--- src/design/rhh_pkg.sv ---
//------------------------------------------------------------------------------
// rhh_pkg
// Shared types and constants for the Robin Hood hash table unit.
//------------------------------------------------------------------------------
package rhh_pkg;

	localparam int unsigned SLOTS_DEF       = 64;
	localparam int unsigned KEY_BYTES_DEF   = 8;
	localparam int unsigned VALUE_BYTES_DEF = 8;

	localparam logic [31:0] FNV_OFFSET = 32'd2166136261;
	localparam logic [31:0] FNV_PRIME  = 32'd16777619;

	typedef enum logic [1:0] {
		OP_INSERT = 2'd0,
		OP_LOOKUP = 2'd1,
		OP_DELETE = 2'd2,
		OP_RSVD   = 2'd3
	} op_t;

	typedef enum logic [1:0] {
		ST_OK        = 2'd0,
		ST_NOT_FOUND = 2'd1,
		ST_EMPTY_KEY = 2'd2,
		ST_FULL      = 2'd3
	} status_t;

	typedef enum logic [3:0] {
		S_IDLE,
		S_HASH,
		S_FRD,
		S_FCHK,
		S_PRD,
		S_PCHK,
		S_DRD,
		S_DCHK,
		S_DONE
	} state_t;

	function automatic logic [63:0] byte_mask(input logic [3:0] n);
		logic [63:0] m;
		m = '0;
		for (int i = 0; i < 8; i++)
			if (4'(i) < n) m[i*8 +: 8] = 8'hFF;
		return m;
	endfunction

endpackage

--- src/design/rhh_hash.sv ---
//------------------------------------------------------------------------------
// rhh_hash
// FNV-1a over up to eight key bytes, one byte and one multiply a cycle.
//------------------------------------------------------------------------------
module rhh_hash import rhh_pkg::*; (
	input  logic        clk,
	input  logic        arst_n,
	input  logic        start,
	input  logic [63:0] key,
	input  logic [3:0]  key_len,
	output logic        done,
	output logic [31:0] hash
);
	logic [31:0] h_q;
	logic [3:0]  i_q;
	logic        busy_q;

	always_ff @(posedge clk or negedge arst_n) begin
		if (!arst_n) begin
			busy_q <= 1'b0;
			i_q    <= '0;
		end else if (start) begin
			busy_q <= 1'b1;
			i_q    <= '0;
		end else if (busy_q) begin
			if (i_q == key_len) busy_q <= 1'b0;
			else i_q <= i_q + 4'd1;
		end
	end

	always_ff @(posedge clk) begin
		if (start) h_q <= FNV_OFFSET;
		else if (busy_q && i_q != key_len)
			h_q <= (h_q ^ {24'd0, key[i_q[2:0]*8 +: 8]}) * FNV_PRIME;
	end

	assign done = busy_q && (i_q == key_len);
	assign hash = h_q;
endmodule

--- config.mk ---
export PLATFORM = sky130hd
export DESIGN_NAME = rhh_hash
export DESIGN_NICKNAME = d
export VERILOG_FILES = /design/src/design/rhh_pkg.sv /design/src/design/rhh_hash.sv
export SDC_FILE = /design/constraint.sdc
export NUM_CORES = 1
export LEC_CHECK = 0
export BUFFER_PORTS_ARGS = -buffer_cell sky130_fd_sc_hd__buf_2
export CORE_MARGIN = 2
export CORE_UTILIZATION = 30
export CTS_CLUSTER_DIAMETER = 120
export CTS_CLUSTER_SIZE = 40
export DETAILED_ROUTE_END_ITERATION = 7
export PLACE_DENSITY = 0.51
export RECOVER_POWER = 100
export SLEW_MARGIN = 20
export SYNTH_ARGS = -nofsm -noshare
export SYNTH_HDL_FRONTEND = slang
export SYNTH_SLANG_ARGS = --single-unit
--- constraint.sdc ---
create_clock -name clk -period 15.05 [get_ports clk]
set_clock_uncertainty 0.1 [all_clocks]
set_input_delay 2.2575 -clock clk [delete_from_list [all_inputs] [get_ports clk]]
set_output_delay 2.2575 -clock clk [all_outputs]
set_load 0.02 [all_outputs]
; ---- After elaboration in Yosys (flattened, before gate mapping)
; Index checks and enable logic that the tools add are counted.
[classes]
n_addsub = 1
n_mul = 1
n_eq_ne = 3
n_shift = 1
mux = 6
bitwise = 1
n_reduce_logical = 4
[op_table]
columns = op, n
row1 = indexed part select 64 x 7 -> 8 bit, 1
row2 = multiplier 32 x 25 -> 32 bit (second input constant), 1
row3 = bitwise XOR 32 x 8 -> 32 bit, 1
row4 = 2-to-1 mux 4 bit, 3
row5 = adder 4 x 1 -> 4 bit (second input constant), 1
row6 = equality test 4 bit, 1
row7 = inequality test 4 bit, 1
row8 = 2-to-1 mux 1 bit, 3
row9 = logical AND 1 bit, 2
row10 = inequality test 2 bit (second input constant), 1
row11 = AND reduction 2 bit, 1
row12 = nonzero test 2 bit, 1
[totals]
regBits = 37

; ---- Longest topological paths before layout
[depth]
ltp_word = 4
mapped_depth = 25
ltp_nobuf = 23

; ---- Worst setup path before layout
; No wires, ideal clock.
[synth_path]
kind = input-to-reg
start = in key[63]
end = reg h_q[28], in the netlist hash[28]
setup_time_ns = 0.117
t_arrival_ns = 7.557
t_required_ns = 14.833
slack_ns = 7.276
cell_stages = 21
path_cell_list = mux4_2 > mux2i_1 > xnor2_1 > ha_1 > ha_1 > fa_1 > ha_1 > fa_1 > ha_1 > inv_1 > fa_1 > inv_1 > ha_1 > a21o_1 > a21o_1 > a21oi_1 > o21ai_0 > o2111ai_1 > a21oi_1 > or3_1 > a32o_1
[synth_between]
elab_chain_len = 3
[synth_lines]
columns = element, line
row1 = start: declaration, rhh_hash.sv:9  ; input logic [63:0] key,
row2 = indexed part select 64 x 7 -> 8 bit, rhh_hash.sv:34  ; h_q <= (h_q ^ {24'd0, key[i_q[2:0]*8 +: 8]}) * FNV_PRIME;
row3 = bitwise XOR 32 x 8 -> 32 bit, rhh_hash.sv:34
row4 = multiplier 32 x 25 -> 32 bit, rhh_hash.sv:34
row5 = end signal: assignment, rhh_hash.sv:34
row6 = end: declaration, rhh_hash.sv:14  ; logic [31:0] h_q;
; Every way passes these cells.
; A chain may end at the register's enable or synchronous reset.

; ---- Final worst setup path
[layout_path]
start = in key[61]
end = reg h_q[31], in the netlist hash[31]
; Same word-level chain as after synthesis.

==> results.json <==
{
  "ys_seq_area_share_pct": 10.05,
  "cap_viol_max_count": 0,
  "initial_core_util_pct": 30.44,
  "post-route-min-period_ns": 8.124,
  "list_of_cells_traversed_by_the_critical_path": "buf_2, mux4_2, mux2i_1, xnor2_1, ha_1, ha_1, fa_1, ha_1, inv_1, fa_1, inv_1, ha_1, inv_1, fa_1, inv_1, ha_1, nand4_1, nor2b_1, a21oi_1, o21a_1, a31oi_1, o31ai_1, xnor2_1, o21ai_0",
  "post_synth.cell_area_avg_um2": 9.239,
  "cts_buffers": 5,
  "biggest_cell_delay_along_the_critical_path_ns": 0.49,
  "numPortBuffers": 103,
  "drt-total-wl_um": 19650,
  "synth_top_family_by_area": "adder cells",
  "worstSetupStartpointType": "primary input",
  "first_global_vias": 5946,
  "nets": 1254,
  "grt_start_max_net_pins": 46,
  "post_synth_xor_area_fraction_pct": 5.860,
  "mostFrequentLayoutCell": "sky130_fd_sc_hd__inv_1",
  "synth_cells": 825,
  "yosysTopAreaCell": "sky130_fd_sc_hd__ha_1",
  "rsz_0062_raised_after_global_routing": "false",
  "htree_levels": 2,
  "min-delay-path-class": "register to register",
  "critical_path_arrival_ns": 8.18,
  "cts_hold_buffers": 0,
  "synth-seq-cells": 37,
  "route.antenna.remaining_nets": 0,
  "setup-violations-final": 0,
  "reg2reg_capture_point": "hash[31]",
  "post_synth_main_area_contributors": "sky130_fd_sc_hd__ha_1, sky130_fd_sc_hd__fa_1, sky130_fd_sc_hd__inv_1",
  "viasPerCell": 4.604,
  "sequential_cell_area_um2": 765.7,
  "path_depth": 24,
  "critical_path.startpoint": "key[61]",
  "overflow": 0,
  "insertedDiodeCount": 0,
  "globalRouteTotalUtil_pct": 15.22,
  "cts_tree": "done",
  "multiplexer_fraction_of_the_synthesized_cell_area_pct": 6.205,
  "report.final.slew_viol_count": 0,
  "reg2regPathDepth": 21,
  "worstReg2RegStart": "i_q[1]",
  "achievable-frequency_ghz": 0.1231,
  "synth.cell_area_mm2": 0.007622,
  "final.fill_count": 2671,
  "cts_root_buf": "sky130_fd_sc_hd__clkbuf_16",
  "core_mm2": 0.02504,
  "post_synthesis_share_of_cell_area_spent_on_and_or_nand_and_nor_gates_pct": 6.467,
  "end_kind": "register",
  "critPathBufInv": 5,
  "finalCritPeriodShare_pct": 53.98,
  "min_path_cells": 2,
  "crit_type": "primary input to register",
  "dp_hpwl_um": 16250,
  "yosys_warnings": 0,
  "flow.area_growth_from_synthesis_pct": 13.08,
  "synthDistinctLibCells": 55,
  "synth_async_sr_flop_share_pct": 13.51,
  "tightestPinTransition_ns": 1.483,
  "detailroute.via_count": 5778,
  "timing.slew.headroom_pct": 1.096,
  "clockBufferDepth": 2,
  "setup_total_negative_slack_ns": 0,
  "die_area_mm2": 0.02670,
  "routedWlPerCell_um": 15.65,
  "clock_sink_count": 37,
  "post_synth_edffs": 0,
  "timing.critical_path.fanout_max": 5,
  "hold_violations": 0,
  "clock_latency_ns": 0.30,
  "timing.critical_path.slowest_stage_cell": "sky130_fd_sc_hd__fa_1",
  "post-cts-setup-buffers": 0,
  "layout_common_cells": "sky130_fd_sc_hd__inv_1, sky130_fd_sc_hd__ha_1, sky130_fd_sc_hd__fa_1",
  "postSynth.topFlopCell": "sky130_fd_sc_hd__dfxtp_1",
  "grt_pass1_wl_um": 31290,
  "post-synth-top-area-fraction_pct": 30.37,
  "post-route-drc-count": 0,
  "synthesis.nets": 1155,
  "synth-compound-area-share_pct": 10.54,
  "gpl.final_weighted_congestion": 0.7956,
  "drtPass1Iterations": 4,
  "clkTransAtPathRegs_ns": 0.06,
  "cts.repair.resized": 0,
  "std_cell_rows": 58,
  "number_of_antenna_violations_at_the_first_check_in_global_routing": 1,
  "cpLargestDelayFamily": "adder cells",
  "drt_first_iter_violations": 150,
  "fp.dieH_um": 163.4,
  "reg2reg_setup_slack_ns": 8.00,
  "chipWidth_um": 163.4,
  "run_status": "complete, no violations",
  "worstPathRequired_ns": 15.11,
  "layout_cells_sized_above_1_pct": 10.59,
  "top_level_i_o_count": 104,
  "multiInputGateArea_mm2": 0.005983,
  "worst_path_most_repeated_cell": "sky130_fd_sc_hd__ha_1",
  "synth_fa_ha_area_share_pct": 49.80,
  "critical_path.endpoint": "hash[31]"
}
[cells in the mapped netlist (2+ instances only)]
cell type,count
sky130_fd_sc_hd__a211o_1,2
sky130_fd_sc_hd__a211oi_1,4
sky130_fd_sc_hd__a21o_1,12
sky130_fd_sc_hd__a21oi_1,41
sky130_fd_sc_hd__a32o_1,3
sky130_fd_sc_hd__and2_1,3
sky130_fd_sc_hd__and3_1,4
sky130_fd_sc_hd__buf_2,3
sky130_fd_sc_hd__clkbuf_1,11
sky130_fd_sc_hd__dfrtp_1,5
sky130_fd_sc_hd__dfxtp_1,32
sky130_fd_sc_hd__fa_1,74
sky130_fd_sc_hd__ha_1,185
sky130_fd_sc_hd__inv_1,207
sky130_fd_sc_hd__mux2i_1,9
sky130_fd_sc_hd__mux4_2,16
sky130_fd_sc_hd__nand2_1,49
sky130_fd_sc_hd__nand3_1,4
sky130_fd_sc_hd__nand3b_1,2
sky130_fd_sc_hd__nand4_1,5
sky130_fd_sc_hd__nor2_1,19
sky130_fd_sc_hd__nor2b_1,3
sky130_fd_sc_hd__nor3_1,11
sky130_fd_sc_hd__o211ai_1,5
sky130_fd_sc_hd__o21a_1,7
sky130_fd_sc_hd__o21ai_0,24
sky130_fd_sc_hd__o21bai_1,2
sky130_fd_sc_hd__o311ai_0,2
sky130_fd_sc_hd__o31ai_1,2
sky130_fd_sc_hd__or3_1,5
sky130_fd_sc_hd__xnor2_1,38
sky130_fd_sc_hd__xor2_1,13
[final cells by class]
cell class	count	area share, %
tap	330	4.790
clock inverter	2	0.4355
clock buffer	6	1.611
multi-input combinational	565	69.42
sequential	37	8.884
inverter	208	9.058
timing repair buffer	107	5.806
[sequential cells by signal, summed over array words and instances (netlist names)]
name	count
i_q	4
busy_q	1
hash	32
[worst reg2reg max path, stage by stage, from the launching register on]
cell and delay [ns]:
sky130_fd_sc_hd__dfrtp_1 0.90, sky130_fd_sc_hd__mux4_2 0.37, sky130_fd_sc_hd__mux2i_1 0.09, sky130_fd_sc_hd__xnor2_1 0.67, sky130_fd_sc_hd__ha_1 0.37, sky130_fd_sc_hd__ha_1 0.27
sky130_fd_sc_hd__fa_1 0.48, sky130_fd_sc_hd__ha_1 0.22, sky130_fd_sc_hd__fa_1 0.43, sky130_fd_sc_hd__ha_1 0.28, sky130_fd_sc_hd__inv_1 0.05, sky130_fd_sc_hd__fa_1 0.48
sky130_fd_sc_hd__inv_1 0.04, sky130_fd_sc_hd__ha_1 0.38, sky130_fd_sc_hd__nand4_1 0.20, sky130_fd_sc_hd__nor2b_1 0.18, sky130_fd_sc_hd__a21oi_1 0.15, sky130_fd_sc_hd__o21a_1 0.28
sky130_fd_sc_hd__a31oi_1 0.23, sky130_fd_sc_hd__o31ai_1 0.48, sky130_fd_sc_hd__xnor2_1 0.17, sky130_fd_sc_hd__o21ai_0 0.09
[through the flow]
step | util [%] | area (µm²) | worst slack (ns) | hold WS [ns] | std cells
4_1_cts | 34.72 | 8693 | 6.977 | 0.4150 | 1255
6_report | 34.43 | 8620 | 6.926 | 0.3997 | 1255
3_3_place_gp | 34.02 | 8517 | 6.738 | 0.3823 | 1247
2_1_floorplan | - | 7622 | 7.276 | 0.4247 | 825
5_1_grt | 34.43 | 8620 | 6.543 | 0.4648 | 1255
3_5_place_dp | 34.02 | 8517 | 6.672 | 0.4007 | 1247
[routing by layer]
layer	vias to the layer above	track usage [%]	routed length [µm]	share of wire, %
li1	2915	-	-	-
met1	2786	21.21	9577	49
met2	59	25.60	9393	48
met3	16	1.295	415	2.1
met4	2	3.379	247	1.3
met5	-	0	13	0.066
[worst min path at each step]
stage,to,from
global route,hash[1],hash[1]
global placement,hash[1],hash[1]
floorplan,i_q[3],i_q[3]
CTS,hash[1],hash[1]
detailed placement,hash[1],hash[1]
finish,hash[1],hash[1]
[cell families (layout without fill, tap and decap cells)]
| kind of cell | after synthesis | after routing |
|---|---|---|
| buf+inv | 223 | 323 |
| flops | 37 | 37 |
| xor+xnor | 51 | 51 |
| simple gates | 108 | 108 |
| mux | 27 | 27 |
| compound gates | 120 | 120 |
| fa+ha+maj | 259 | 259 |
Power is left out: the tool's default activity adds up to more than one toggle a clock period on the data nets, which glitch-free logic cannot reach.
